## src/rtl/core/lmdw_pkg.sv

```systemverilog
// Package: shared types, codes and the rotation function for the LED matrix delta writer.
package lmdw_pkg;

  localparam int unsigned MatrixSide = 8;
  localparam int unsigned CoordW     = $clog2(MatrixSide);
  localparam int unsigned OrientW    = 3;

  localparam logic [CoordW-1:0]  LastRow     = CoordW'(MatrixSide - 1);
  localparam logic [OrientW-1:0] OrientReset = 3'd1;

  // Orientation codes; anything else means no rotation
  localparam logic [OrientW-1:0] ORIENT_R180 = 3'd2;
  localparam logic [OrientW-1:0] ORIENT_QA   = 3'd3;
  localparam logic [OrientW-1:0] ORIENT_QB   = 3'd4;

  typedef enum logic [1:0] {
    FUNC_ROW   = 2'd0,
    FUNC_INVAL = 2'd1,
    FUNC_CLEAR = 2'd2,
    FUNC_NONE  = 2'd3
  } func_e;

  typedef enum logic {
    KIND_LED   = 1'b0,
    KIND_CLEAR = 1'b1
  } kind_e;

  typedef enum logic {
    ST_IDLE,
    ST_SCAN
  } state_e;

  // One accepted input transaction as seen by the core
  typedef struct packed {
    func_e                   func;
    logic [CoordW-1:0]       row;
    logic [MatrixSide-1:0]   bits;
  } cmd_t;

  typedef struct packed {
    logic [CoordW-1:0] x;
    logic [CoordW-1:0] y;
  } coord_t;

  // Map picture coordinates to LED coordinates
  function automatic coord_t rotate(logic [OrientW-1:0] orient,
                                    logic [CoordW-1:0] x, logic [CoordW-1:0] y);
    coord_t r;
    unique case (orient)
      ORIENT_R180: begin r.x = LastRow - x; r.y = LastRow - y; end
      ORIENT_QA:   begin r.x = LastRow - y; r.y = x;           end
      ORIENT_QB:   begin r.x = y;           r.y = LastRow - x; end
      default:     begin r.x = x;           r.y = y;           end
    endcase
    return r;
  endfunction

endpackage

```

## src/rtl/core/lmdw_ifs.sv

```systemverilog
// Interfaces: input row channel and output LED command channel.
interface lmdw_in_if;
  logic       valid;
  logic       ready;
  logic [1:0] func;
  logic [2:0] row_index;
  logic [7:0] row_bits;

  modport source (output valid, func, row_index, row_bits, input ready);
  modport sink   (input valid, func, row_index, row_bits, output ready);
endinterface

interface lmdw_out_if;
  logic       valid;
  logic       ready;
  logic       kind;
  logic [2:0] led_x;
  logic [2:0] led_y;
  logic       led_on;
  logic       last;

  modport source (output valid, kind, led_x, led_y, led_on, last, input ready);
  modport sink   (input valid, kind, led_x, led_y, led_on, last, output ready);
endinterface

```

## src/rtl/core/lmdw_shadow.sv

```systemverilog
// Shadow frame store and valid flag; produces the changed-pixel mask of a row.
module lmdw_shadow (
  input  logic                           clk_i,
  input  logic                           rst_ni,
  input  logic                           load_i,
  input  lmdw_pkg::cmd_t                 cmd_i,
  output logic [lmdw_pkg::MatrixSide-1:0] changed_o
);
  import lmdw_pkg::*;

  logic [MatrixSide-1:0] rows_q [MatrixSide];
  logic                  valid_q;

  // Valid flag
  always_ff @(posedge clk_i or negedge rst_ni) begin
    if (!rst_ni) begin
      valid_q <= 1'b0;
    end else if (load_i) begin
      unique case (cmd_i.func)
        FUNC_ROW:   if (cmd_i.row == LastRow) valid_q <= 1'b1;
        FUNC_INVAL: valid_q <= 1'b0;
        FUNC_CLEAR: valid_q <= 1'b1;
        default:    valid_q <= valid_q;
      endcase
    end
  end

  // Shadow rows, no reset
  always_ff @(posedge clk_i) begin
    if (load_i) begin
      unique case (cmd_i.func)
        FUNC_ROW:   rows_q[cmd_i.row] <= cmd_i.bits;
        FUNC_CLEAR: rows_q <= '{default: '0};
        default: ;
      endcase
    end
  end

  // Everything counts as changed until the shadow is valid
  assign changed_o = valid_q ? (cmd_i.bits ^ rows_q[cmd_i.row]) : '1;

endmodule

```

## src/rtl/core/lmdw_scan.sv

```systemverilog
// Bit-serial scanner: shifts the changed mask out MSB first and fills the output register.
module lmdw_scan (
  input  logic                             clk_i,
  input  logic                             rst_ni,
  input  logic                             load_i,
  input  lmdw_pkg::cmd_t                   cmd_i,
  input  logic [lmdw_pkg::MatrixSide-1:0]  changed_i,
  input  logic [lmdw_pkg::OrientW-1:0]     orient_i,
  input  logic                             out_ready_i,
  output logic                             in_ready_o,
  output logic                             out_valid_o,
  output logic                             kind_o,
  output logic [lmdw_pkg::CoordW-1:0]      led_x_o,
  output logic [lmdw_pkg::CoordW-1:0]      led_y_o,
  output logic                             led_on_o,
  output logic                             last_o
);
  import lmdw_pkg::*;

  state_e                state_q, state_d;
  logic [MatrixSide-1:0] chg_q, bits_q;
  logic [CoordW-1:0]     row_q, x_q;
  logic                  out_valid_q;
  kind_e                 kind_q;
  coord_t                pos_q;
  logic                  on_q, last_q;

  logic out_free, step, emit, rest_zero, start_scan, start_clear;
  coord_t pos_rot;

  assign out_free    = !out_valid_q || out_ready_i;
  assign rest_zero   = (chg_q[MatrixSide-2:0] == '0);
  assign start_scan  = load_i && (cmd_i.func == FUNC_ROW) && (changed_i != '0);
  assign start_clear = load_i && (cmd_i.func == FUNC_CLEAR);
  assign pos_rot     = rotate(orient_i, x_q, row_q);

  // Next state
  always_comb begin
    state_d = state_q;
    unique case (state_q)
      ST_IDLE: if (start_scan) state_d = ST_SCAN;
      ST_SCAN: if (step && rest_zero) state_d = ST_IDLE;
      default: state_d = ST_IDLE;
    endcase
  end

  // State outputs
  always_comb begin
    in_ready_o = 1'b0;
    step       = 1'b0;
    emit       = 1'b0;
    unique case (state_q)
      ST_IDLE: in_ready_o = out_free;
      ST_SCAN: begin
        step = !chg_q[MatrixSide-1] || out_free;
        emit = chg_q[MatrixSide-1] && out_free;
      end
      default: ;
    endcase
  end

  always_ff @(posedge clk_i or negedge rst_ni) begin
    if (!rst_ni) begin
      state_q     <= ST_IDLE;
      out_valid_q <= 1'b0;
    end else begin
      state_q <= state_d;
      if (emit || start_clear) begin
        out_valid_q <= 1'b1;
      end else if (out_ready_i) begin
        out_valid_q <= 1'b0;
      end
    end
  end

  // Shift registers, one pixel per cycle; a changed pixel waits while the output register is full
  always_ff @(posedge clk_i) begin
    if (start_scan) begin
      chg_q  <= changed_i;
      bits_q <= cmd_i.bits;
      row_q  <= cmd_i.row;
      x_q    <= '0;
    end else if (step) begin
      chg_q  <= {chg_q[MatrixSide-2:0], 1'b0};
      bits_q <= {bits_q[MatrixSide-2:0], 1'b0};
      x_q    <= x_q + 1'b1;
    end
  end

  // Output register payload
  always_ff @(posedge clk_i) begin
    if (emit) begin
      kind_q <= KIND_LED;
      pos_q  <= pos_rot;
      on_q   <= bits_q[MatrixSide-1];
      last_q <= rest_zero;
    end else if (start_clear) begin
      kind_q <= KIND_CLEAR;
      pos_q  <= '0;
      on_q   <= 1'b0;
      last_q <= 1'b1;
    end
  end

  assign out_valid_o = out_valid_q;
  assign kind_o      = kind_q;
  assign led_x_o     = pos_q.x;
  assign led_y_o     = pos_q.y;
  assign led_on_o    = on_q;
  assign last_o      = last_q;

endmodule

```

## src/rtl/core/led_matrix_delta_writer.sv

```systemverilog
// Top level: 8x8 LED matrix writer that sends only changed pixels.
// A bitmap row transaction is compared with a shadow copy of the frame, and each
// changed pixel leaves as one rotated LED write, leftmost pixel first, with the
// final write of the row flagged by last; until the shadow is valid (after row 7
// or a clear) every pixel is sent. A clear sends one clear-display command. A
// bitmap row is accepted and then scanned up to its last changed pixel by the scan
// shift register, one bit per cycle unless the output is stalled. The next
// transaction is accepted once the scan is done and the output register can take
// a result. Orientation may be written only while idle.
module led_matrix_delta_writer (
  input  logic             clk_i,
  input  logic             rst_ni,
  lmdw_in_if.sink          in_ch,
  lmdw_out_if.source       out_ch,
  input  logic             cfg_we_i,
  input  logic [2:0]       cfg_data_i
);
  import lmdw_pkg::*;

  logic [OrientW-1:0]    orient_q;
  cmd_t                  cmd;
  logic                  load;
  logic [MatrixSide-1:0] changed;
  logic                  in_ready;

  // Orientation register
  always_ff @(posedge clk_i or negedge rst_ni) begin
    if (!rst_ni) begin
      orient_q <= OrientReset;
    end else if (cfg_we_i) begin
      orient_q <= cfg_data_i;
    end
  end

  assign cmd.func = func_e'(in_ch.func);
  assign cmd.row  = in_ch.row_index;
  assign cmd.bits = in_ch.row_bits;

  assign in_ch.ready = in_ready;
  assign load        = in_ch.valid && in_ready;

  lmdw_shadow u_shadow (
    .clk_i     (clk_i),
    .rst_ni    (rst_ni),
    .load_i    (load),
    .cmd_i     (cmd),
    .changed_o (changed)
  );

  lmdw_scan u_scan (
    .clk_i       (clk_i),
    .rst_ni      (rst_ni),
    .load_i      (load),
    .cmd_i       (cmd),
    .changed_i   (changed),
    .orient_i    (orient_q),
    .out_ready_i (out_ch.ready),
    .in_ready_o  (in_ready),
    .out_valid_o (out_ch.valid),
    .kind_o      (out_ch.kind),
    .led_x_o     (out_ch.led_x),
    .led_y_o     (out_ch.led_y),
    .led_on_o    (out_ch.led_on),
    .last_o      (out_ch.last)
  );

endmodule

```

## src/flat_wrapper.sv

```systemverilog
// flat-port wrapper written by rule: the top's interface ports become plain ports
module led_matrix_delta_writer_flat import lmdw_pkg::*;
  (clk_i, rst_ni, cfg_we_i, cfg_data_i, in_ch_valid, in_ch_func, in_ch_row_index, in_ch_row_bits, in_ch_ready, out_ch_valid, out_ch_kind, out_ch_led_x, out_ch_led_y, out_ch_led_on, out_ch_last, out_ch_ready);
  lmdw_in_if in_ch_i ();
  lmdw_out_if out_ch_i ();
  input  logic clk_i;
  input  logic rst_ni;
  input  logic cfg_we_i;
  input  logic [2:0] cfg_data_i;
  input wire logic [$bits(in_ch_i.valid)-1:0] in_ch_valid;
  input wire logic [$bits(in_ch_i.func)-1:0] in_ch_func;
  input wire logic [$bits(in_ch_i.row_index)-1:0] in_ch_row_index;
  input wire logic [$bits(in_ch_i.row_bits)-1:0] in_ch_row_bits;
  output wire logic [$bits(in_ch_i.ready)-1:0] in_ch_ready;
  output wire logic [$bits(out_ch_i.valid)-1:0] out_ch_valid;
  output wire logic [$bits(out_ch_i.kind)-1:0] out_ch_kind;
  output wire logic [$bits(out_ch_i.led_x)-1:0] out_ch_led_x;
  output wire logic [$bits(out_ch_i.led_y)-1:0] out_ch_led_y;
  output wire logic [$bits(out_ch_i.led_on)-1:0] out_ch_led_on;
  output wire logic [$bits(out_ch_i.last)-1:0] out_ch_last;
  input wire logic [$bits(out_ch_i.ready)-1:0] out_ch_ready;
  assign in_ch_i.valid = in_ch_valid;
  assign in_ch_i.func = in_ch_func;
  assign in_ch_i.row_index = in_ch_row_index;
  assign in_ch_i.row_bits = in_ch_row_bits;
  assign in_ch_ready = in_ch_i.ready;
  assign out_ch_valid = out_ch_i.valid;
  assign out_ch_kind = out_ch_i.kind;
  assign out_ch_led_x = out_ch_i.led_x;
  assign out_ch_led_y = out_ch_i.led_y;
  assign out_ch_led_on = out_ch_i.led_on;
  assign out_ch_last = out_ch_i.last;
  assign out_ch_i.ready = out_ch_ready;
  led_matrix_delta_writer u_core (.clk_i(clk_i), .rst_ni(rst_ni), .in_ch(in_ch_i), .out_ch(out_ch_i), .cfg_we_i(cfg_we_i), .cfg_data_i(cfg_data_i));
endmodule
```

## config.mk

```make
export PLATFORM = sky130hd
export DESIGN_NAME = led_matrix_delta_writer_flat
export DESIGN_NICKNAME = d
export VERILOG_FILES = /design/src/rtl/core/lmdw_pkg.sv /design/src/rtl/core/lmdw_ifs.sv /design/src/rtl/core/lmdw_shadow.sv /design/src/rtl/core/lmdw_scan.sv /design/src/rtl/core/led_matrix_delta_writer.sv /design/src/flat_wrapper.sv
export SDC_FILE = /design/constraint.sdc
export NUM_CORES = 1
export LEC_CHECK = 0
export BUFFER_PORTS_ARGS = -buffer_cell sky130_fd_sc_hd__buf_2
export CORE_MARGIN = 1.5
export CORE_UTILIZATION = 63
export DETAILED_ROUTE_END_ITERATION = 10
export GPL_TIMING_DRIVEN = 0
export PLACE_DENSITY = 0.81
export SLEW_MARGIN = 20
export SYNTH_ARGS = -nofsm -noshare
export SYNTH_HDL_FRONTEND = slang
export SYNTH_SLANG_ARGS = --single-unit
```

## constraint.sdc

```tcl
create_clock -name clk_i -period 28.1 [get_ports clk_i]
set_input_delay 5.62 -clock clk_i [delete_from_list [all_inputs] [get_ports clk_i]]
set_output_delay 5.62 -clock clk_i [all_outputs]
set_load 0.02 [all_outputs]
```

* After elaboration in Yosys (flattened, before gate mapping)
Index checks and enable logic that the tools add are counted.
** Word-level totals
- Flip-flop bits (word level) :: 101
- Output and inout port bits :: 11
** Cells by class
- Add/sub/neg operators :: 3
- Magnitude comparators :: 2
- Eq/ne operators :: 7
- Muxes and demuxes :: 29
- Bitwise logic cells :: 3
- Reductions and logical operators :: 22
** Operators by type and width (number)
- $pmux W64 S2 :: 1
- $bwmux W64 :: 1
- $mux W8 :: 8
- $bmux W8 S3 :: 1
- $demux W8 S3 :: 1
- $pmux W6 S3 :: 1
- $mux W1 :: 12
- $mux W6 :: 2
- $reduce_bool A2 Y1 :: 4
- $reduce_bool A8 Y1 :: 1
- $xor A8 B8 Y8 :: 1
- $logic_and A1 B1 Y1 :: 7
- $logic_not A7 Y1 :: 1
- $eq A3 B2 Y1 const B :: 2
- $eq A3 B3 Y1 const B :: 2
- $sub A3 B3 Y3 const A :: 2
- $ge A4 B4 Y1 const B :: 1
- $lt A4 B1 Y1 const B :: 1
- $not A3 Y4 :: 1
- $add A3 B1 Y3 const B :: 1
- $logic_or A1 B1 Y1 :: 3
- $pmux W1 S3 :: 1
- $reduce_and A3 Y1 :: 1
- $reduce_bool A3 Y1 :: 1
- other kinds (8) :: 9

* Depth between registers and ports, before layout
Gate-level depths: netlist of the first run.
- Depth after elaboration :: 10
- Depth in mapped cells :: 10
- Mapped depth without buffers :: 6

* Hierarchy
Synthesis of the first run repeated with hierarchy kept, for this count alone.
** Second synthesis, totals
- Cell total of the unflattened synthesis :: 489
- Area, all modules :: 5597.9 um^2
** By module, submodules not included
- lmdw_shadow :: instances 1, cells each 339, area an instance 3766.1 um^2
- lmdw_scan :: instances 1, cells each 143, area an instance 1715.4 um^2
- led_matrix_delta_writer :: instances 1, cells each 7, area an instance 116.4 um^2

* Least setup slack after synthesis of the first run
OpenSTA, ideal clock, no wires.
- Path type :: input to register
- From :: in out_ch_ready
- To :: reg u_core.u_scan.bits_q[0], enable pin
- Setup time :: 0.374 ns
- Arrival time :: 13.843 ns
- Required time :: 27.726 ns
- Setup slack :: 13.884 ns
- Cell stages on the path :: 5
- Path through :: nor2b_1 nor4b_1 nor2b_1 clkbuf_1 a22o_1
** Between the ends
- Longest elaborated chain between the ends :: 6
** Ends and longest elaborated chain
- start, declared :: line flat_wrapper.sv:21 : input wire logic [$bits(out_ch_i.ready)-1:0] out_ch_ready;
- $logic_or A1 B1 Y1 * :: line lmdw_scan.sv:31 : assign out_free = !out_valid_q || out_ready_i;
- $mux W1 :: line lmdw_scan.sv:52 : unique case (state_q)
- $logic_and A1 B1 Y1 :: line led_matrix_delta_writer.sv:40 : assign load = in_ch.valid && in_ready;
- $logic_and A1 B1 Y1 (2 in series) :: line lmdw_scan.sv:33 : assign start_scan = load_i && (cmd_i.func == FUNC_ROW) && (changed_i != '0);
- $reduce_bool A2 Y1 (no line) *
- end signal, assigned :: line lmdw_scan.sv:80 : bits_q <= cmd_i.bits;
- end signal, assigned :: line lmdw_scan.sv:85 : bits_q <= {bits_q[MatrixSide-2:0], 1'b0};
- end, declared :: line lmdw_scan.sv:21 : logic [MatrixSide-1:0] chg_q, bits_q;
Mark *: on every way between the ends. The rest lies on a longest branch, timed or not.
A chain may end at the register's enable or synchronous reset.

* Worst setup path after layout of the first run
- From :: in out_ch_ready
- To :: out in_ch_ready
** Between the ends
- Longest elaborated chain between the ends :: 2
** Ends and longest elaborated chain
- $logic_or A1 B1 Y1 :: line lmdw_scan.sv:31
- $mux W1 :: line lmdw_scan.sv:52
- end, declared :: line flat_wrapper.sv:14 : output wire logic [$bits(in_ch_i.ready)-1:0] in_ch_ready;
Every way passes these cells.

==> results of run 1 <==
[area by class of cell]
class	instances	area [um^2]	share of cell area
plain buffers	49	216	0.0344
clock buffers	10	128	0.0203
clock inverters	6	63.8	0.0101
inverters	5	18.8	0.00298
multi-input cells	370	2560	0.407
flip-flops and latches	101	2960	0.471
well taps	108	135	0.0215
repair buffers	39	205	0.0326
[path summary, 6_finish.rpt]
kind	depth (start not counted)	slack, ns	endpoint	start
worst max-delay path	4	16.24	in_ch_ready	out_ch_ready
worst min-delay path	2	0.48	u_core.u_scan.kind_o$_SDFFE_PP0P_	u_core.u_scan.kind_o$_SDFFE_PP0P_
worst max register to register	6	25.12	u_core.u_scan.bits_q[0]$_SDFFCE_PN0P_	u_core.u_shadow.rows_q[8]$_SDFFCE_PP0P_
worst min register to register	2	0.48	u_core.u_scan.kind_o$_SDFFE_PP0P_	u_core.u_scan.kind_o$_SDFFE_PP0P_
max in group asynchronous	1	22.81	u_core.orient_q[0]$_DFFE_PN1P_	rst_ni
min in group asynchronous	1	5.06	u_core.orient_q[1]$_DFFE_PN0P_	rst_ni
[where the power goes]
group	total, mW	switching, mW	internal, mW
combinational	0.117	0.0722	0.0452
clock	0.0927	0.0516	0.0411
sequential	0.226	0.0188	0.208
total	0.437	0.143	0.294
[flip-flops by register name, indices dropped and copies added, names as in the netlist]
name,flops
u_core.orient_q,3
u_core.u_scan.bits_q,8
u_core.u_scan.chg_q,8
u_core.u_scan.kind_o,1
u_core.u_scan.last_o,1
u_core.u_scan.led_on_o,1
u_core.u_scan.led_x_o,3
u_core.u_scan.led_y_o,3
u_core.u_scan.out_valid_o,1
u_core.u_scan.row_q,3
u_core.u_scan.state_q,1
u_core.u_scan.x_q,3
u_core.u_shadow.rows_q,64
u_core.u_shadow.valid_q,1
[stage by stage]
stage / cells / setup slack (ns) / util / area (um^2)
after floorplan: 525 / 13.88 / - / 5750
after global placement: 661 / 10.72 / 0.688 / 6030
after detailed placement: 672 / 16.25 / 0.696 / 6100
after CTS: 688 / 16.25 / 0.718 / 6290
after global routing: 688 / 16.22 / 0.718 / 6290
final: 688 / 16.24 / 0.718 / 6290
[metal layers]
layer / track usage / wire, um
met1: 0.373 / 5510
met2: 0.472 / 6440
met3: 0.0376 / 915
met4: 0.107 / 281
met5: 0 / 0
[worst min-delay path: stages, from the launching register on]
cell and delay [ns]:
dfxtp_1 0.34, a21oi_1 0.04, nor2_1 0.07
[cell usage after synthesis (all sizes together), types with 7 or more instances]
| cell | count |
|---|---|
| o41ai | 7 |
| buf | 16 |
| nor2 | 63 |
| o21ai | 13 |
| o211ai | 16 |
| nand2 | 60 |
| a22oi | 7 |
| mux4 | 7 |
| nand2b | 7 |
| mux2 | 7 |
| clkbuf | 33 |
| a21oi | 19 |
| edfxtp | 91 |
| and2 | 13 |
| mux2i | 84 |
[logic make-up after synthesis]
family          share of synthesized area
flops                               0.515
mux                                 0.188
fa+ha+maj                         0.00217
compound gates                     0.0990
buf+inv                            0.0409
xor+xnor                           0.0107
simple gates                        0.144
==> impl_metrics.csv, run 1 <==
group,metric,value,unit
run_status,status,"completed",
synthesis,yosysTopAreaCell,"edfxtp_1",
floorplan,rows,34,
floorplan,ios,32,
synthesis,yosys_warnings,0,
worst_setup_path,critPathLaunchType,"primary input",
floorplan,dieArea,0.00971,mm^2
worst_setup_path,critPathMaxFanout,3,
floorplan,start_util,0.656,
detailed_routing,drt_iter0_drc,305,
worst_setup_path,critPathArrivalTime,6.24,ns
worst_setup_path,cp_slowest_cell,"nor2b_1",
worst_setup_path,crit_buf_inv,2,
grt,grtUsageTotal,0.281,
grt,grt_pass1_wl,21.1,mm
finish,nets,597,
clock_network,cts_sinks,101,
placed_design,place_congestion,0.883,
synthesis,synth_top_area_frac,0.475,
synthesis,synth_cells,525,
power_and_ir_drop,total_leakage_power,2.40,nW
floorplan,die_y,98.6,um
worst_setup_path,path_cells,"buf_2, nor2b_1, nor2_1, buf_2",
finish,synthToLayoutAreaGrowth,9.35,%
detailed_routing,num_vias,4277,
clock_network,clock_path_buffers,2,
floorplan,core_area,0.00876,mm^2
clock_network,cts_setup_buffers,0,
synthesis,synth_nets,547,
power_and_ir_drop,ir_drop,0.0366,mV
finish,drive_gt1_frac,0.147,
sta,setup_tns,0,ns
floorplan,die_w,98.6,um
finish,filler_cell_count,650,
grt,grt_pass1_vias,4153,
job,max_cap_violations,0,
detailed_routing,wire_per_inst,19.1,um
finish,final_cell_mix,"edfxtp_1, mux2i_1, nor2_1",
clock_network,clock_latency,0.38,ns
sta,period_needed,11.86,ns
synthesis,ys_types,51,
synthesis,yosys-top-cells-area,"edfxtp_1, mux2i_1, nor2_1, nand2_1, mux4_2",
detailed_routing,drtPass1Iterations,5,
sta,maxSlewViolCount,0,
synthesis,postSynth.asyncResetShare,0.0594,
detailed_routing,drt-total-wl,13.1,mm
clock_network,cts-resized-gates,0,
finish,final_common_cell,"edfxtp_1",
clock_network,htree_levels,3,
detailed_routing,antenna_left,0,
clock_network,clkTransAtPathRegs,0.10,ns
power_and_ir_drop,power_density,69.4,mW/mm^2
worst_setup_path,slowest_delay,0.23,ns
finish,antenna_cells,0,
detailed_routing,route.detailed.vias_per_inst,6.22,
synthesis,syn_area_per_cell,11.0,um^2
power_and_ir_drop,design_power_total,0.437,mW
synthesis,synth_edf_count,91,
clock_network,root_buffer,"clkbuf_8",
worst_setup_path,crit_top_cell,"buf_2",
grt,grt_max_degree,17,
synthesis,synth_flop_cell,"edfxtp_1",
worst_setup_path,endpoint_kind,"output port",
clock_network,holdBufCountCts,0,
synthesis,netlist_area,0.00575,mm^2
grt,antenna_found_initial,0,
sta,hold_ws,0.484,ns
synthesis,synth_seq_cells,101,
hold_path,worstHoldPathType,"flip-flop to flip-flop",
placed_design,port_buffers,28,
grt,grt-ovfl-total,0,
clock_network,cts_tree,"built",
sta,worstMarginPinSlew,1.04,ns
sta,timing.fmax,84.3,MHz
sta,min_period_over_period,0.422,
synthesis,synth-seq-area-share,0.515,
sta,slew_headroom,0.304,
sta,fin_worst_skew,0.0113,ns
clock_network,cts-buffers-inserted,9,
placed_design,dpl.hpwl,9.28,mm
worst_setup_path,required,22.48,ns
detailed_routing,route.detailed.drc,0,
worst_setup_path,cp_top_family,"simple AND/OR/NAND/NOR gates",
sta,rsz0062_at_grt,"false",
sta,setup_viol,0,
sta,hold_viol_final,0,
worst_setup_path,path_class,"primary input to output port",
No activity file was read; power rests on OpenSTA's default activity.
==> run 2, diff against run 1 <==
CORE_UTILIZATION = 61   (was 63)
PLACE_DENSITY = 0.79   (was 0.81)
clock period = 11.3 ns   (was 28.1 ns; I/O delays follow)
==> impl_metrics.csv, run 2 (synthesis results as in run 1) <==
group,metric,value,unit
clock_network,holdBufCountCts,0,
detailed_routing,drtPass1Iterations,5,
detailed_routing,drt-total-wl,13.3,mm
floorplan,ios,32,
finish,antenna_cells,0,
worst_setup_path,critPathMaxFanout,16,
clock_network,cts_sinks,101,
placed_design,port_buffers,28,
finish,stdcell_count,690,
finish,filler_cell_count,686,
worst_setup_path,crit_buf_inv,4,
sta,worstMarginPinSlew,1.04,ns
placed_design,placedCellCount,674,
clock_network,htree_levels,3,
floorplan,dieArea,0.0100,mm^2
finish,top_register,"u_core.u_shadow.rows_q",
clock_network,clkTransAtPathRegs,0.09,ns
worst_setup_path,required,11.33,ns
power_and_ir_drop,design_power_total,1.13,mW
job,max_cap_violations,0,
sta,slew_headroom,0.306,
detailed_routing,route.detailed.vias_per_inst,6.22,
worst_setup_path,cp_top_family,"buffers and inverters",
detailed_routing,num_vias,4291,
worst_setup_path,endpoint_kind,"flip-flop",
hold_path,worstHoldPathType,"flip-flop to flip-flop",
floorplan,die_w,100,um
detailed_routing,route.detailed.drc,0,
clock_network,cts_setup_buffers,0,
finish,final_cell_mix,"edfxtp_1, mux2i_1, nor2_1",
finish,drive_gt1_frac,0.143,
clock_network,cts_tree,"built",
sta,rsz0062_at_grt,"false",
power_and_ir_drop,power_density,178,mW/mm^2
grt,grtUsageTotal,0.281,
worst_setup_path,cp_slowest_cell,"a22o_1",
grt,grt_max_degree,17,
worst_setup_path,critPathLaunchType,"primary input",
floorplan,core_area,0.00920,mm^2
clock_network,cts-resized-gates,0,
grt,grt-ovfl-total,0,
finish,largest_reg_flops,64,
power_and_ir_drop,ir_drop,0.0838,mV
worst_setup_path,path_class,"primary input to flip-flop",
placed_design,postPlaceCellArea,0.00610,mm^2
finish,synthToLayoutAreaGrowth,10.1,%
floorplan,start_util,0.625,
sta,hold_viol_final,0,
run_status,status,"completed",
detailed_routing,antenna_left,0,
floorplan,die_y,100,um
sta,min_period_over_period,0.455,
sta,setup_viol,0,
placed_design,dpl.hpwl,9.50,mm
clock_network,clock_path_buffers,2,
worst_setup_path,crit_top_cell,"buf_2",
finish,finish.utilization,0.689,
grt,grt_pass1_wl,21.5,mm
worst_setup_path,critPathArrivalTime,5.17,ns
sta,maxSlewViolCount,0,
sta,timing.fmax,195,MHz
placed_design,pre_cts_ws,5.84,ns
finish,final_common_cell,"edfxtp_1",
grt,antenna_found_initial,0,
power_and_ir_drop,total_leakage_power,2.41,nW
placed_design,place_congestion,0.864,
worst_setup_path,slowest_delay,0.58,ns
detailed_routing,drt_iter0_drc,304,
sta,hold_ws,0.487,ns
worst_setup_path,path_cells,"buf_2, buf_2, buf_2, buf_1, nor3_1, a211oi_1, xor2_1, nand4_1, a22o_1",
clock_network,root_buffer,"clkbuf_8",
sta,fin_worst_skew,0.0118,ns
sta,layout_setup_ws,6.16,ns
finish,final_area,0.00633,mm^2
floorplan,rows,35,
sta,period_needed,5.14,ns
detailed_routing,wire_per_inst,19.3,um
clock_network,cts-buffers-inserted,9,
sta,setup_tns,0,ns
finish,nets,596,
grt,grt_pass1_vias,4157,
finish,reg_top3,"u_core.u_shadow.rows_q: 64 flops, u_core.u_scan.bits_q: 8 flops, u_core.u_scan.chg_q: 8 flops",
clock_network,clock_latency,0.38,ns
## run 2: worst min-delay path, cell delays in order (launching register included)
cell and delay (ns):
dfxtp_1 0.35, a21oi_1 0.04, nor2_1 0.07
## run 2: path summary, 6_finish.rpt
check / startpoint / endpoint / slack (ns) / depth (start not counted)
min reg2reg: u_core.u_scan.kind_o$_SDFFE_PP0P_ / u_core.u_scan.kind_o$_SDFFE_PP0P_ / 0.49 / 2
max: in_ch_row_index[2] / u_core.u_scan.chg_q[6]$_DFFE_PP_ / 6.16 / 9
min: u_core.u_scan.kind_o$_SDFFE_PP0P_ / u_core.u_scan.kind_o$_SDFFE_PP0P_ / 0.49 / 2
min in group asynchronous: rst_ni / u_core.orient_q[1]$_DFFE_PN0P_ / 1.70 / 1
max reg2reg: u_core.u_shadow.rows_q[15]$_SDFFCE_PP0P_ / u_core.u_scan.chg_q[6]$_DFFE_PP_ / 8.35 / 6
max in group asynchronous: rst_ni / u_core.orient_q[0]$_DFFE_PN1P_ / 9.37 / 1
## run 2: cell type report
| type | count | area, um^2 | share of cell area |
|---|---|---|---|
| Inverter | 5 | 18.8 | 0.00296 |
| Clock inverter | 4 | 97.6 | 0.0154 |
| Multi-Input combinational cell | 370 | 2560 | 0.404 |
| Buffer | 49 | 216 | 0.0342 |
| Timing Repair Buffer | 38 | 204 | 0.0322 |
| Tap cell | 111 | 139 | 0.0219 |
| Sequential cell | 101 | 2960 | 0.468 |
| Clock buffer | 12 | 135 | 0.0213 |
## run 2: per-layer routing
layer / up-vias / GRT usage / share of wire
met5: - / 0 / 0
met4: 0 / 0.106 / 0.021
met3: 23 / 0.0508 / 0.063
met2: 165 / 0.455 / 0.48
met1: 2088 / 0.380 / 0.44
li1: 2015 / - / -
## run 2: power by group
group          total [mW]  switching (mW)  internal, mW
registers           0.561          0.0453         0.516
clock network       0.277           0.129         0.148
logic               0.290           0.178         0.112
total                1.13           0.353         0.776
